File: config.mk
export PLATFORM = sky130hd
export DESIGN_NAME = mwse_term
export DESIGN_NICKNAME = d
export VERILOG_FILES = /design/src/rtl/mwse_pkg.sv /design/src/rtl/mwse_term.sv
export SDC_FILE = /design/constraint.sdc
export NUM_CORES = 1
export LEC_CHECK = 0
export BUFFER_PORTS_ARGS = -buffer_cell sky130_fd_sc_hd__buf_4
export CAP_MARGIN = 5
export CORE_MARGIN = 1.5
export CORE_UTILIZATION = 60
export CTS_BUF_LIST = sky130_fd_sc_hd__clkbuf_4 sky130_fd_sc_hd__clkbuf_8
export CTS_CLUSTER_SIZE = 30
export DETAILED_ROUTE_END_ITERATION = 16
export PLACE_DENSITY = 0.8
export SLEW_MARGIN = 10
export SYNTH_ARGS = -nofsm -noshare
export SYNTH_HDL_FRONTEND = slang
export SYNTH_SLANG_ARGS = --single-unit
File: constraint.sdc
create_clock -name clk_i -period 3.4 [get_ports clk_i]
set_input_delay 0.34 -clock clk_i [delete_from_list [all_inputs] [get_ports clk_i]]
set_output_delay 0.34 -clock clk_i [all_outputs]
set_load 0.005 [all_outputs]
File: src/rtl/mwse_pkg.sv
// shared constants and types for the sliding-window sample energy block
`timescale 1ns / 1ps

package mwse_pkg;

  localparam int unsigned SAMPLE_W   = 16;
  localparam int unsigned SQUARE_W   = 31;
  localparam int unsigned TERM_W     = 32;
  localparam int unsigned SHIFT_W    = 5;
  localparam int unsigned WINDOW_DEF = 64;

  localparam logic [SHIFT_W-1:0] SHIFT_RST  = SHIFT_W'(6);
  localparam logic [TERM_W-1:0]  ENERGY_SAT = 32'h7FFF_FFFF;

  typedef logic [TERM_W-1:0] term_t;

  // handshake between the energy front end and the accumulator
  typedef struct packed {
    logic  valid;
    term_t term;
  } term_word_t;

endpackage

File: src/rtl/mwse_term.sv
// two-stage energy front end: squares, then saturated sum and shift
`timescale 1ns / 1ps

module mwse_term (
  input  logic                                 clk_i,
  input  logic                                 rst_ni,
  input  logic                                 in_valid_i,
  output logic                                 in_stall_o,
  input  logic signed [mwse_pkg::SAMPLE_W-1:0] sample_real_i,
  input  logic signed [mwse_pkg::SAMPLE_W-1:0] sample_imag_i,
  input  logic        [mwse_pkg::SHIFT_W-1:0]  energy_shift_i,
  input  logic                                 take_i,
  output mwse_pkg::term_word_t                 word_o
);

  logic                                valid1_q, valid2_q;
  logic [mwse_pkg::SQUARE_W-1:0]       sq_re_q, sq_im_q;
  mwse_pkg::term_t                     term_q;
  logic signed [2*mwse_pkg::SAMPLE_W-1:0] prod_re, prod_im;
  logic [mwse_pkg::TERM_W-1:0]         sum, sat;
  logic                                adv1, adv2;

  assign adv2       = !valid2_q || take_i;
  assign adv1       = !valid1_q || adv2;
  assign in_stall_o = !adv1;

  assign prod_re = sample_real_i * sample_real_i;
  assign prod_im = sample_imag_i * sample_imag_i;

  assign sum = {1'b0, sq_re_q} + {1'b0, sq_im_q};
  assign sat = sum[mwse_pkg::TERM_W-1] ? mwse_pkg::ENERGY_SAT : sum;

  always_ff @(posedge clk_i or negedge rst_ni) begin
    if (!rst_ni) begin
      valid1_q <= 1'b0;
      valid2_q <= 1'b0;
    end else begin
      if (adv1) valid1_q <= in_valid_i;
      if (adv2) valid2_q <= valid1_q;
    end
  end

  always_ff @(posedge clk_i) begin
    if (adv1 && in_valid_i) begin
      sq_re_q <= prod_re[mwse_pkg::SQUARE_W-1:0];
      sq_im_q <= prod_im[mwse_pkg::SQUARE_W-1:0];
    end
    if (adv2 && valid1_q) begin
      term_q <= sat >> energy_shift_i;
    end
  end

  assign word_o.valid = valid2_q;
  assign word_o.term  = term_q;

endmodule

Yosys cells after proc, flatten, opt, wreduce, memory -nomap -nowiden
Cells that the tools add are included.

storage, ports and cells
  logic and storage cells = 17
  register bits after elaboration = 96

operators by class
  $add $sub $neg = 1
  shift operators = 1
  multiplexer cells = 1
  multiply operators = 2
  reduce and logical (&&, ||, !) cells = 7

operators by type and width
  cell               number
  $mul 16x16->31     2
  $add 31x31->32     1
  $shr 31x5->32      1
  $mux 31            1
  $logic_not 1->1    3
  $logic_and 1x1->1  2
  $logic_or 1x1->1   2

Depth between registers and ports, before layout
  depth after elaboration = 4
  gate-level depth with buffers = 25
  gate-level depth less buffers = 25

Worst setup path after synthesis
OpenSTA, ideal clock, no wires.

  path type = input -> register
  start = in sample_imag_i[15] (netlist bit)
  end = reg sq_im_q[30] (netlist bit), data pin
  stages on the path = 23
  arrival time = 5.968 ns
  buffers on the path = 2
  path slack = -2.836 ns
  required time = 3.132 ns
  path through = clkbuf_1 > inv_1 > clkbuf_1 > nor2_1 > fa_1 > fa_1 > fa_1 > fa_1 > fa_1 > inv_1 > fa_1 > inv_1 > ha_1 > a21o_1 > a21o_1 > a21o_1 > a21o_1 > a21oi_1 > o21ai_0 > nor3_1 > nor2_1 > o41ai_1 > xnor2_1

between the ends
  word-level cells in the longest chain between the ends = 1

RTL lines
  what                  RTL line         RTL
  from (decl)           mwse_term.sv:10  input logic signed [mwse_pkg::SAMPLE_W-1:0] sample_imag_i,
  $mul 16x16->31        mwse_term.sv:28  assign prod_im = sample_imag_i * sample_imag_i;
  net prod_im, one bit  mwse_term.sv:19  logic signed [2*mwse_pkg::SAMPLE_W-1:0] prod_re, prod_im;
  to (signal assigned)  mwse_term.sv:46  sq_im_q <= prod_im[mwse_pkg::SQUARE_W-1:0];
  to (decl)             mwse_term.sv:17  logic [mwse_pkg::SQUARE_W-1:0] sq_re_q, sq_im_q;

The timed path passes the listed nets, and every way through them passes these cells.
A chain may end at the register's enable or synchronous reset.

Final worst setup path
  start = in sample_imag_i[9] (netlist bit)
  end = reg sq_im_q[24] (netlist bit), data pin

The elaborated chain is that of the path after synthesis.

==> flow_summary.toml <==
[status]
status = "finished, violations left"
violations = "setup timing"

[synth]
yosys_warnings = 0
netlist_instances = 2574
synthFlopType = "edfxtp_1"
yosysTopAreaCell = "fa_1"
seq_area_frac_synth_pct = 11.6
synth_common_cells = "652 x inv_1, 460 x fa_1, 212 x nand2_1"
synth-edff-count = 91
yosysMostFrequentCell = "inv_1"
synthArstFlopShare_pct = 2.15
ys_ff_latch = 93
synth_area_per_cell_um2 = 9.31
syn-cell-area_um2 = 24000
synthTopCellsByArea = "fa_1 38%, edfxtp_1 11%, ha_1 10%"
synth.top_cell.area_share_pct = 38.4
synth_cell_type_count = 90
syn_nets = 3274

[global_routing]
grt_max_degree = 38
grt_antenna_before_repair = 1
grt-ovfl-total = 0
grt_pass1_wl_um = 114000
grt_pass1_vias = 23100
track_usage_pct = 35.0

[detailed_routing]
route.detailed.drc = 0
drtAntennaViolNets = 0
via_per_inst = 6.02
drtPass1Iterations = 11
drt-initial-drc-count = 2487
totalWireLength_um = 80700
wl_per_cell_um = 22.0
vias = 22100

[run]
cap_violations = 0

[setup_path]
cp_top_family = "adder cells"
crit_top_cell = "fa_1"
crit_fanout = 8
cp_data_required_time_ns = 3.60
end_kind = "register"
crit_type = "in -> reg"
path_depth = 24
crit_path_start_kind = "input port"
crit_chain = "buf_8 -> buf_6 -> buf_8 -> nand2_2 -> fa_1 -> fa_1 -> fa_1 -> inv_1 -> fa_2 -> fa_1 -> inv_1 -> fa_1 -> inv_1 -> ha_4 -> a21oi_4 -> nor2b_4 -> o211ai_1 -> buf_4 -> a31oi_4 -> a21boi_2 -> o41a_1 -> a21o_1 -> a21oi_2 -> xnor2_1"
arrival_ns = 6.15
cpPeakStageDelay_ns = 0.61
critPathSlowestCell = "fa_1"
timing.critical_path.buf_inv = 7
reg2reg_depth = 12

[floorplan]
die_w_um = 203
die_h_um = 203
ios = 75
start_util_pct = 60.6
die_area_um2 = 41200
core_um2 = 39500
rows = 73

[placement]
post_dp_cell_area_um2 = 29100
portBuffers = 73
dp_hpwl_um = 52700
routabilityCongestion = 0.952

[min_path]
hold_path_depth = 2
hp-class = "in -> reg"

[sta]
setup_violations = 80
maxSlewViolCount = 0
fin_ws_ns = -2.55
finalCriticalPeriod_ns = 5.95
tightestPinTransition_ns = 1.06
relSlewSlack_pct = 29.4
finalCritPeriodShare_pct = 175
finClkSkew_ns = 0.0199
max_freq_ghz = 0.168
rsz0062_at_grt = "yes"
hold_viol_final = 0

[final_layout]
utilization_pct = 82.6
design_area_um2 = 32700
final_layout_size_suffix_gt1_share_pct = 36.9
fin_nets = 3841
syn_to_final_growth_pct = 36.3

[clock_network]
clockBufferDepth = 2
numCtsBuffers = 9
cts_sinks = 93
cts-htree-levels = 3
clkLatencyLatePin_ns = 0.43
root_buffer = "clkbuf_8"
cts_tree = "done"
cts.reportedPaths.clkPinSlew_ns = 0.12
## cell usage in the layout, fill, tap and decap left out, drive strengths merged, types with 6 or more instances in the layout
cell / synthesis / final
a21oi: 101 / 101
xnor2: 77 / 77
o31ai: 8 / 8
nand4: 7 / 7
nand3: 31 / 31
a211oi: 30 / 30
xor2: 28 / 28
a22oi: 7 / 7
clkinv: 5 / 8
o21bai: 13 / 13
and3: 17 / 17
a221oi: 6 / 6
nor3: 19 / 19
and4: 7 / 7
nand2: 212 / 212
buf: 16 / 643
nor2: 142 / 142
o21ai: 52 / 52
nor2b: 12 / 12
a2111oi: 10 / 10
mux2i: 25 / 25
clkbuf: 72 / 9
mux4: 7 / 7
inv: 652 / 653
or2: 12 / 12
fa: 460 / 460
ha: 199 / 199
nand2b: 14 / 14
edfxtp: 91 / 91
a21o: 48 / 48
o22ai: 7 / 7
mux2: 7 / 7
o211ai: 16 / 16
or3: 8 / 8
a31oi: 12 / 12
and2: 70 / 70
o21a: 11 / 11
## flip-flops by register name (all words and copies together), names as in the netlist
register	cells
term_q	31
valid1_q	1
sq_im_q	30
valid2_q	1
sq_re_q	30
## per-stage QoR
stage | setup TNS, ns | worst slack [ns] | hold slack [ns] | instances
2_1_floorplan | -77.69 | -2.37 | 0.0444 | 2574
3_3_place_gp | -108.67 | -2.80 | 0.122 | 3565
3_5_place_dp | -115.13 | -2.94 | 0.124 | 3565
4_1_cts | -80.89 | -2.25 | 0.131 | 3634
5_1_grt | -105.31 | -2.61 | 0.118 | 3672
6_report | -99.84 | -2.55 | 0.118 | 3672
## metal layers
| layer | global-route usage (%) | up-vias | part of all wire (%) |
|---|---|---|---|
| met2 | 61.2 | 1547 | 48 |
| met4 | 16.3 | 0 | 7.5 |
| met1 | 42.6 | 10800 | 34 |
| met5 | 0 | - | 0 |
| li1 | - | 9191 | - |
| met3 | 5.20 | 563 | 10 |
## logic make-up after synthesis
logic type	count (synthesis)	synth area share [%]
AOI/OAI and AO/OA	368	10.9
and+or+nand+nor	564	11.0
other	1	0.0156
adders and majority gates	659	48.8
buffers and inverters	745	11.8
muxes	39	2.03
xor gates and xnor gates	105	3.84
DFF	93	11.6
## layout make-up
| type | count | area, um^2 |
|---|---|---|
| multi-input cells | 1736 | 21000 |
| fillers | 1954 | 6880 |
| repair buffers | 644 | 5530 |
| flip-flops and latches | 93 | 2780 |
| inverters | 657 | 2490 |
| well taps | 525 | 657 |
| clock buffers | 9 | 124 |
| clock inverters | 7 | 80.1 |
| diodes | 1 | 2.50 |
## final timing paths
kind / start / to / slack, ns
max in group asynchronous: rst_ni / valid2_q / 3.10
worst max register to register: sq_im_q[14] / term_q[8] / -0.59
worst min register to register: valid1_q / valid2_q / 0.52
worst min-delay path: in_valid_i / valid1_q / 0.12
worst max-delay path: sample_imag_i[9] / sq_im_q[24] / -2.55
min in group asynchronous: rst_ni / valid1_q / 0.22
## timing repair
item                       CTS  global route
gates resized for setup    406           203
buffers inserted            61            50
cloned                       3             0
hold endpoints to repair     2             0
pin swaps                  220           142
hold buffers                 1             0
setup endpoints to repair   81            81
Power is left out: the tool's default activity adds up to more than one toggle a clock period on the data nets, which glitch-free logic cannot reach.
