[config.mk]
export PLATFORM = sky130hd
export DESIGN_NAME = mwse_cell
export DESIGN_NICKNAME = d
export VERILOG_FILES = /design/src/rtl/mwse_pkg.sv /design/src/rtl/mwse_cell.sv
export SDC_FILE = /design/constraint.sdc
export NUM_CORES = 1
export LEC_CHECK = 0
export BUFFER_PORTS_ARGS = -buffer_cell sky130_fd_sc_hd__buf_2
export CAP_MARGIN = 40
export CORE_AREA = 2 2 56 58
export DETAILED_ROUTE_END_ITERATION = 10
export DIE_AREA = 0 0 58 60
export GPL_TIMING_DRIVEN = 0
export HOLD_SLACK_MARGIN = 0.1
export PLACE_DENSITY = 0.82
export SLEW_MARGIN = 15
export SYNTH_ARGS = -nofsm -noshare
export SYNTH_HDL_FRONTEND = slang
export SYNTH_SLANG_ARGS = --single-unit
[constraint.sdc]
create_clock -name clk_i -period 2.27 [get_ports clk_i]
set_clock_uncertainty 0.15 [all_clocks]
set_input_delay 0.3405 -clock clk_i [delete_from_list [all_inputs] [get_ports clk_i]]
set_output_delay 0.3405 -clock clk_i [all_outputs]
set_load 0.05 [all_outputs]
[src/rtl/mwse_pkg.sv]
// shared constants and types for the sliding-window sample energy block
`timescale 1ns / 1ps

package mwse_pkg;

  localparam int unsigned SAMPLE_W   = 16;
  localparam int unsigned SQUARE_W   = 31;
  localparam int unsigned TERM_W     = 32;
  localparam int unsigned SHIFT_W    = 5;
  localparam int unsigned WINDOW_DEF = 64;

  localparam logic [SHIFT_W-1:0] SHIFT_RST  = SHIFT_W'(6);
  localparam logic [TERM_W-1:0]  ENERGY_SAT = 32'h7FFF_FFFF;

  typedef logic [TERM_W-1:0] term_t;

  // handshake between the energy front end and the accumulator
  typedef struct packed {
    logic  valid;
    term_t term;
  } term_word_t;

endpackage

[src/rtl/mwse_cell.sv]
// one cell of the term delay line
`timescale 1ns / 1ps

module mwse_cell (
  input  logic            clk_i,
  input  logic            rst_ni,
  input  logic            shift_i,
  input  mwse_pkg::term_t term_i,
  output mwse_pkg::term_t term_o
);

  mwse_pkg::term_t term_q;

  always_ff @(posedge clk_i or negedge rst_ni) begin
    if (!rst_ni) begin
      term_q <= '0;
    end else if (shift_i) begin
      term_q <= term_i;
    end
  end

  assign term_o = term_q;

endmodule

; ---- Word-level counts from Yosys, hierarchy flattened
; Index checks and enable logic that the tools add are counted.
[word_totals]
output_inout_bits = 32
elab_cells = 1
register_bits = 32
in_bits = 35

; ---- Logic depth before layout (Yosys ltp)
; Gate-level depths: netlist (run 1).
[logic_depth]
ltp_word = 0
mapped_depth = 3
ltp_nobuf = 1

; ---- Worst setup path after synthesis (run 1)
; OpenSTA, ideal clock, no wires.
[synth_timing]
path_type = in2reg
start = input shift_i
end = register term_q[0] (netlist: term_o[0])
setup_ns = 0.125
slack_ns = 1.112
path_stages = 3
required_ns = 1.995
arrival_time_ns = 0.883
n_path_buf = 2
cell_sequence = buf_6 > buf_12 > mux2_4
[synth_rtl]
columns = item, line_no
row1 = start: declaration, mwse_cell.sv:7  ; input logic shift_i,
row2 = end signal: assignment, mwse_cell.sv:18  ; term_q <= term_i;
row3 = end: declaration, mwse_cell.sv:12  ; mwse_pkg::term_t term_q;
; No word-level cell between the ends.

; ---- Worst setup path after layout (run 1)
[layout_timing]
start = register term_q[26] (netlist: term_o[26])
end = output term_o[26]
[layout_rtl]
columns = item, line_no
row1 = end: declaration, mwse_cell.sv:9  ; output mwse_pkg::term_t term_o
; No word-level cell between the ends.

==> run summary, run 1 <==
WP data required - 1780 ps
Cell variety after synth - 5
crit start category - flip-flop
RSZ-0062 raised after global routing - no
relative slew slack - 54.7%
H-tree depth - 2
Critical R2R Capture - term_o[26]
worst r2r path cells - 1
critical path's largest stage delay - 390 ps
power density over cell area - 735 nW/um^2
post-synthesis instance total - 68
Setup Fix Bufs, Post-CTS - 0
initial antenna violation count - 0
deepest clock path buffer count - 2
hold path cells - 2
run status - completed
CP Max Fanout - 2
buffers added on ports - 65
CTS root buf - clkbuf_4
FP Rows - 20
die width - 58 um
Worst-Margin Slew - 680 ps
GRT Resource Usage Total - 19.5%
starting density of the core - 46.3%
core region area - 2900 um^2
Leak - 1.10 nW
routed wire length per instance - 15.1 um
ant diodes - 0
Worst IR Drop VDD - 0.571 mV
CTS clk-pin slew, worst paths - 100 ps
most common cell after layout, fill and taps aside - buf_2
DIE AREA - 3480 um^2
Crit Path Class - flip-flop to output port
CP max-delay cell - dfrtp_1
area of the mapped netlist - 1350 um^2
clk_lat worst skew - 320 ps
Final ANT Viol Nets - 0
global-route wire length before repair - 4860 um
Arr. time, crit path - 990 ps
TNS Setup - 0 ps
Top delay family on crit path - flip-flops
Die Ht - 60 um
Pins Over Slew Limit - 0
CTS tree - built
type of element capturing the critical path - output port
GPL Wtd Cong - 0.661
Hold Fails Final Rpt - 0
number of max-cap violations - 0
max FFs per register - 32
final instance area - 2120 um^2
hold endpoint - term_o[31]
DR vias/cell - 4.63
number of synthesized register bits - 32
routed via count - 959
sequential area share after synthesis - 59.5%
share of layout cells above drive strength 1 - 62.1%
cells along the critical path - buf_2
vias in the first global route - 1074
Filler cells - 206
initial drt markers - 11
DP Wirelength - 1870 um
f_max - 676 MHz
r2r startpoint - term_o[26]
drt total wl - 3140 um
Ys Warns - 0
I/O pin count - 67
instance area after placement - 1710 um^2
synthesized area per cell - 19.8 um^2
Critical path origin - term_o[26]
DRC Markers - 0
CTS sink cnt - 32
setup violators final - 0
Syn Nets - 103
final period utilization - 65.2%
Hold WS - 175 ps
Remaining Overflow, GRT - 0
Worst R2R Setup Slack - 1330 ps
fin crit period - 1480 ps
largest net degree at the start of global routing - 33
Final nets - 208
Bufs and invs on worst path - 1
HP Start - shift_i
TritonRoute pass-1 iters - 2
commonest cells after routing, fill and taps aside - buf_2 (65), dlygate4sd3_1 (33), dfrtp_1 (32)
HP Class - input pin to flip-flop
Area growth syn-to-layout - 57.5%
TritonCTS buffer count - 5
## area by class of cell
type | instances | area (um^2) | share of cell area [%]
tap | 33 | 41.3 | 1.95
clock inverter | 2 | 35.0 | 1.65
multi-input combinational | 32 | 473 | 22.3
clock buffer | 6 | 41.3 | 1.95
buffer | 4 | 71.3 | 3.37
timing repair buffer | 98 | 656 | 31.0
sequential | 32 | 801 | 37.8
## worst max-delay path by stage
stage	endpoint	slack (ps)	cells after the start
2_1_floorplan	term_o[0]	1110	3
3_3_place_gp	term_o[17]	1090	3
3_5_place_dp	term_o[12]	1070	3
4_1_cts	term_o[3]	790	1
5_1_grt	term_o[26]	750	1
6_report	term_o[26]	790	1
## per-layer routing
metal / up-vias / share of wire (%) / global-route usage (%)
li1: 443 / - / -
met1: 464 / 36 / 19.8
met2: 40 / 56 / 35.7
met3: 12 / 4.8 / 4.55
met4: 0 / 3.7 / 12.3
met5: - / 0 / 0
## power breakdown
part / leakage (nW) / switching [mW] / internal (mW)
registers: 0.374 / 0.0315 / 0.627
logic: 0.683 / 0.291 / 0.189
clock network: 0.0422 / 0.187 / 0.231
total: 1.10 / 0.510 / 1.05
## what timing repair did
action	in CTS	in global routing
endpoints found under the setup margin	0	0
resized for setup	0	0
hold buffers	33	0
hold endpoints to repair	64	0
## per-stage QoR
step,instances,total power [mW],utilization (%),setup slack (ps)
finish,207,1.56,73.0,791
global route,207,1.63,73.0,748
CTS,207,1.57,73.0,788
detailed placement,166,1.10,59.0,1070
global placement,166,1.09,59.0,1090
floorplan,68,0.989,-,1110
## cell usage after synthesis
master	n	area share, %
buf_6	1	0.84
mux2_4	30	33
dfrtp_1	32	60
mux2_2	2	1.7
buf_12	3	4.5
## logic make-up after synthesis
| kind of cell | after synthesis | share of synthesized area (%) |
|---|---|---|
| multiplexers | 32 | 35.2 |
| flip-flops | 32 | 59.5 |
| buffers and inverters | 4 | 5.30 |
No activity file was read; power rests on OpenSTA's default activity.
==> run 2: changes to the inputs <==
ABC_AREA = 1   (was unset)
CORE_AREA = 2 2 60 62   (was 2 2 56 58)
DIE_AREA = 0 0 62 64   (was 0 0 58 60)
PLACE_DENSITY = 0.73   (was 0.82)
clock period = 1.3 ns   (was 2.27 ns; I/O delays follow)
==> run 2 against run 1 <==
Effect of this change: global-route usage fell by 1.1 points; routed wire length rose by 13%; critical endpoint is now term_o[29]; worst setup slack got worse by 750 ps; total power rose by 66%; synthesized cell count rose by 100%; final cell count rose by 41%; first-iteration DRC count rose by 150%; synthesized area fell by 3.9%; non-clock buffer count rose by 6; die area rose by 14%; final area rose by 7.6%.
==> run summary, run 2 <==
RSZ-0062 raised after global routing - yes
Arr. time, crit path - 920 ps (-70 ps)
DR vias/cell - 4.24 (-8.5%)
Post-Place Setup Slack - 337 ps (-732 ps)
register area - 801 um^2 (unchanged)
HP Class - input pin to async pin
Syn Nets - 171 (+66%)
synthesized area per cell - 9.50 um^2 (-52%)
Cell variety after synth - 7 (+2)
I/O pin count - 67 (unchanged)
multi-input logic area - 385 um^2 (-19%)
buffers added on ports - 65 (unchanged)
Pins Over Slew Limit - 0 (unchanged)
Die Ht - 64 um (+6.7%)
Leak - 1.23 nW (+12%)
sequential area share after synthesis - 62.0% (+2.4 points)
WP data required - 950 ps (-830 ps)
deepest clock path buffer count - 2 (unchanged)
area of the mapped netlist - 1290 um^2 (-3.9%)
crit start category - flip-flop
commonest cells after routing, fill and taps aside - nand2_1 (86), dlygate4sd3_1 (34), buf_2 (33)
starting density of the core - 39.4% (-7.0 points)
Remaining Overflow, GRT - 0 (unchanged)
CTS tree - built
Setup WS post-layout - 37.9 ps (-753 ps)
final period utilization - 97.1%
initial antenna violation count - 0 (unchanged)
TritonCTS buffer count - 5 (unchanged)
TNS Setup - 0 ps (unchanged)
relative slew slack - 54.0% (-0.68 points)
Worst IR Drop VDD - 0.682 mV (+19%)
most common cell after layout, fill and taps aside - nand2_1
CP Max Fanout - 2 (unchanged)
Hold Fails Final Rpt - 0 (unchanged)
largest cells by area after synthesis - dfrtp_1 (62%), nand2_1 (25%), nand2_2 (4.8%)
number of flops mapped to enable cells by yosys - 0 (unchanged)
setup violators final - 0 (unchanged)
number of synthesized register bits - 32 (unchanged)
DP Wirelength - 1960 um (+5.2%)
Synth Flop Type - dfrtp_1
drt total wl - 3530 um (+13%)
largest net degree at the start of global routing - 33 (unchanged)
top-count cell post-synth - nand2_1
GPL Wtd Cong - 0.690 (+4.4%)
global-route wire length before repair - 5180 um (+6.7%)
cells along the critical path - buf_6
TritonRoute pass-1 iters - 4 (+2)
power density over cell area - 1130 nW/um^2 (+54%)
Synth top area share - 62.0% (+2.4 points)
initial drt markers - 27 (+16)
Bufs and invs on worst path - 1 (unchanged)
most frequent cells after synthesis - nand2_1 (86), dfrtp_1 (32), nand2_2 (10)
Finished Layout Cells - 291 (+41%)
Ys Warns - 0 (unchanged)
DIE AREA - 3970 um^2 (+14%)
number of max-cap violations - 0 (unchanged)
ant diodes - 0 (unchanged)
die width - 62 um (+6.9%)
Final nets - 279 (+34%)
clk_lat worst skew - 330 ps (about the same)
fin crit period - 1260 ps
Worst-Margin Slew - 690 ps (+10.2 ps)
Area growth syn-to-layout - 76.3%
Hold WS - 284 ps (+110 ps)
placed cells - 247 (+49%)
H-tree depth - 2 (unchanged)
CP max-delay cell - dfrtp_1
FP Rows - 21 (+5.0%)
routed wire length per instance - 12.1 um (-20%)
leading area contributor after synthesis - dfrtp_1
Final Power - 2.58 mW (+66%)
post-synthesis instance total - 136 (+100%)
DRC Markers - 0 (unchanged)
Final ANT Viol Nets - 0 (unchanged)
critical path's largest stage delay - 420 ps (+30 ps)
Post-synth ARST share - 100% (unchanged)
type of element capturing the critical path - output port
core region area - 3280 um^2 (+13%)
Crit Path Class - flip-flop to output port
run status - completed
max FFs per register - 32 (unchanged)
routed via count - 1234 (+29%)
CTS root buf - clkbuf_4
Top delay family on crit path - flip-flops
GRT Resource Usage Total - 18.4% (-1.1 points)
share of layout cells above drive strength 1 - 37.1% (-25 points)
CTS clk-pin slew, worst paths - 100 ps (about the same)
vias in the first global route - 1127 (+4.9%)
f_max - 792 MHz
Filler cells - 243 (+18%)
CTS sink cnt - 32 (unchanged)
-- run 2: cell count changes in the layout (fill, tap and decap cells not counted), sizes merged --
cell         before  now
nand2             0   96
mux2             32    0
clkbuf            6   11
buf              69   71
bufinv            1    0
clkinv            1    0
dlygate4sd3      33   34
inv               0    1
-- run 2: where the power goes --
part	leakage [nW]	switching (mW)	internal (mW)
Sequential	0.390	0.0709	1.08
Combinational	0.810	0.494	0.340
Clock	0.0326	0.324	0.267
-- run 2: final cells by class --
cell class                 count  share of cell area, %
buffer                         7                   4.17
tap                           46                   2.53
sequential                    32                   35.1
timing repair buffer         101                   38.2
inverter                       1                  0.494
multi-input combinational     96                   16.9
clock buffer                   8                   2.58
-- run 2: worst register-to-register path, delay by kind of cell, from the launching register on --
kind	cells	cell delay, ps
flops	1	410
simple gates	2	90
buf+inv	1	140
-- run 2: per-layer routing --
metal / track usage [%] / share of wire (%)
met3: 6.88 / 5.6
met1: 20.7 / 40
met5: 0 / 0
met2: 30.7 / 53
met4: 6.38 / 1.6
-- run 2: cell families (layout without fill, tap and decap cells) --
| logic type | Yosys count | in the layout | synth area share (%) |
|---|---|---|---|
| flops | 32 | 32 | 62.0 |
| buf+inv | 8 | 117 | 8.23 |
| simple gates | 96 | 96 | 29.8 |
-- run 2: metrics by stage --
stage / instance area, um^2 / utilization (%)
after floorplan: 1290 / -
after global placement: 1680 / 51.0
after detailed placement: 1680 / 51.0
after CTS: 2140 / 65.1
after global routing: 2280 / 69.4
final: 2280 / 69.4
-- run 2: path summary, 6_finish.rpt --
path / start / endpoint / slack, ps / depth (start not counted)
max: term_o[29] / term_o[29] / 40 / 1
min: rst_ni / term_o[0] / 280 / 2
max reg2reg: term_o[8] / term_o[8] / 410 / 3
min reg2reg: term_o[18] / term_o[18] / 330 / 2
max in group asynchronous: rst_ni / term_o[27] / 270 / 2
min in group clk_i: term_o[18] / term_o[18] / 330 / 2
-- run 2: what timing repair did --
| item | in CTS | in global routing |
|---|---|---|
| endpoints found under the hold margin | 64 | 0 |
| hold buffers | 34 | 0 |
| resized for setup | 25 | 43 |
| endpoints found under the setup margin | 25 | 32 |
| setup buffers | 0 | 2 |
==> run 3: changes to the inputs <==
BUFFER_PORTS_ARGS = -buffer_cell sky130_fd_sc_hd__buf_4   (was -buffer_cell sky130_fd_sc_hd__buf_2)
HOLD_SLACK_MARGIN = unset   (was 0.1)
==> run 3 against run 2 <==
Effect of this change: critical path depth did not move; clock power fell by 3%; register-to-register slack barely moved; clock-buffer cell count did not move; routed wire length fell by 1.7%; worst setup slack improved by 3.5 ps; final area rose by 0.49%; non-clock buffer count rose by 1; sequential power barely moved.
==> run summary, run 3 (synthesis gave the netlist of run 2 again) <==
run status - completed
crit start category - flip-flop
Remaining Overflow, GRT - 0 (unchanged)
Hold Fails Final Rpt - 0 (unchanged)
global-route wire length before repair - 5550 um (+7.1%)
Worst R2R Setup Slack - 420 ps (about the same)
Final nets - 280 (+0.36%)
final core utilization - 69.7% (+0.34 points)
clk_lat worst skew - 320 ps (about the same)
type of element capturing the critical path - output port
die width - 62 um (unchanged)
f_max - 795 MHz (+0.28%)
Pins Over Slew Limit - 0 (unchanged)
HP Class - input pin to async pin
vias in the first global route - 1277 (+13%)
Worst-Margin Slew - 405 ps (-285 ps)
Worst IR Drop VDD - 0.592 mV (-13%)
GPL Wtd Cong - 0.699 (+1.3%)
met2 WL post-DR - 1770 um (-4.8%)
Final ANT Viol Nets - 0 (unchanged)
routed via count - 1244 (+0.81%)
Arr. time, crit path - 910 ps (about the same)
TritonRoute pass-1 iters - 4 (unchanged)
starting density of the core - 39.4% (unchanged)
DIE AREA - 3970 um^2 (unchanged)
max FFs per register - 32 (unchanged)
largest net degree at the start of global routing - 33 (unchanged)
share of layout cells above drive strength 1 - 37.4% (+0.26 points)
GRT Resource Usage Total - 19.4% (+1.0 points)
routed wire length per instance - 11.9 um (-2.0%)
Bufs and invs on worst path - 1 (unchanged)
WP data required - 950 ps (about the same)
commonest cells after routing, fill and taps aside - nand2_1 (86), buf_4 (60), dlygate4sd3_1 (34)
Hold WS - 206 ps (-78.3 ps)
CTS sink cnt - 32 (unchanged)
DR vias/cell - 4.26 (+0.47%)
Leak - 1.24 nW (+0.80%)
I/O pin count - 67 (unchanged)
placed cells - 247 (unchanged)
Top delay family on crit path - flip-flops
core region area - 3280 um^2 (unchanged)
Finished Layout Cells - 292 (+0.34%)
number of max-cap violations - 0 (unchanged)
relative slew slack - 73.0% (+19 points)
stages on the worst setup path - 1 (unchanged)
top sig layer - met4
TritonCTS buffer count - 5 (unchanged)
setup violators final - 0 (unchanged)
power density over cell area - 1110 nW/um^2 (-1.7%)
fin crit period - 1260 ps (-3.51 ps)
Critical R2R Capture - term_o[31]
most common cell after layout, fill and taps aside - nand2_1
initial antenna violation count - 0 (unchanged)
critical path's largest stage delay - 400 ps (-20 ps)
met3 routed WL - 183 um (-7.6%)
CTS tree - built
final period utilization - 96.8% (-0.27 points)
worst r2r path cells - 3 (unchanged)
H-tree depth - 2 (unchanged)
FP Rows - 21 (unchanged)
CP Max Fanout - 2 (unchanged)
Critical path origin - term_o[6]
CTS clk-pin slew, worst paths - 90 ps (about the same)
DP Wirelength - 1980 um (+0.74%)
cells along the critical path - buf_4
crit path to - term_o[6]
Area growth syn-to-layout - 77.2%
CTS root buf - clkbuf_4
Crit Path Class - flip-flop to output port
Die Ht - 64 um (unchanged)
initial drt markers - 61 (+130%)
DRC Markers - 0 (unchanged)
Routed met1 length - 1420 um (+0.64%)
buffers added on ports - 65 (unchanged)
drt total wl - 3470 um (-1.7%)
Filler cells - 257 (+5.8%)
TNS Setup - 0 ps (unchanged)
deepest clock path buffer count - 2 (unchanged)
ant diodes - 0 (unchanged)
r2r startpoint - term_o[31]
CP max-delay cell - dfrtp_1
-- run 3: how the worst min path moves through the flow --
stage                       from         end  cells past startpoint
final                     rst_ni  term_o[16]                      2
after global routing      rst_ni  term_o[30]                      2
after CTS                 rst_ni   term_o[9]                      2
after detailed placement  rst_ni   term_o[9]                      1
after global placement    rst_ni   term_o[6]                      1
after floorplan           rst_ni   term_o[0]                      0
-- run 3: layout make-up --
| class | count | area [um^2] | area share (%) |
|---|---|---|---|
| clock buffers | 8 | 58.8 | 2.57 |
| flip-flops and latches | 32 | 801 | 35.0 |
| inverters | 1 | 11.3 | 0.492 |
| repair buffers | 102 | 881 | 38.5 |
| plain buffers | 7 | 95.1 | 4.15 |
| multi-input cells | 96 | 385 | 16.8 |
| well taps | 46 | 57.6 | 2.51 |
-- run 3: timing repair --
| action | in CTS | in global routing |
|---|---|---|
| resized for setup | 0 | 8 |
| hold buffers | 34 | 0 |
| endpoints found under the setup margin | 0 | 11 |
| endpoints found under the hold margin | 64 | 0 |
| buffers inserted | 0 | 3 |
-- run 3: layer usage --
| metal | track usage, % | vias up |
|---|---|---|
| li1 | - | 629 |
| met1 | 21.6 | 560 |
| met2 | 33.2 | 48 |
| met3 | 4.05 | 7 |
| met4 | 9.84 | 0 |
| met5 | 0 | - |
-- run 3: power breakdown --
group | total, mW | switching [mW] | internal, mW
registers | 1.14 | 0.0560 | 1.08
clock network | 0.575 | 0.308 | 0.267
logic | 0.834 | 0.499 | 0.335
total | 2.55 | 0.863 | 1.68
-- run 3: stage by stage --
step | area, um^2 | power (mW) | worst slack, ps
3_5_place_dp | 1840 | 1.88 | 389
2_1_floorplan | 1290 | 1.60 | 313
4_1_cts | 2240 | 2.55 | 7.15
6_report | 2290 | 2.55 | 41.4
5_1_grt | 2290 | 2.69 | -1.28
3_3_place_gp | 1840 | 1.87 | 388
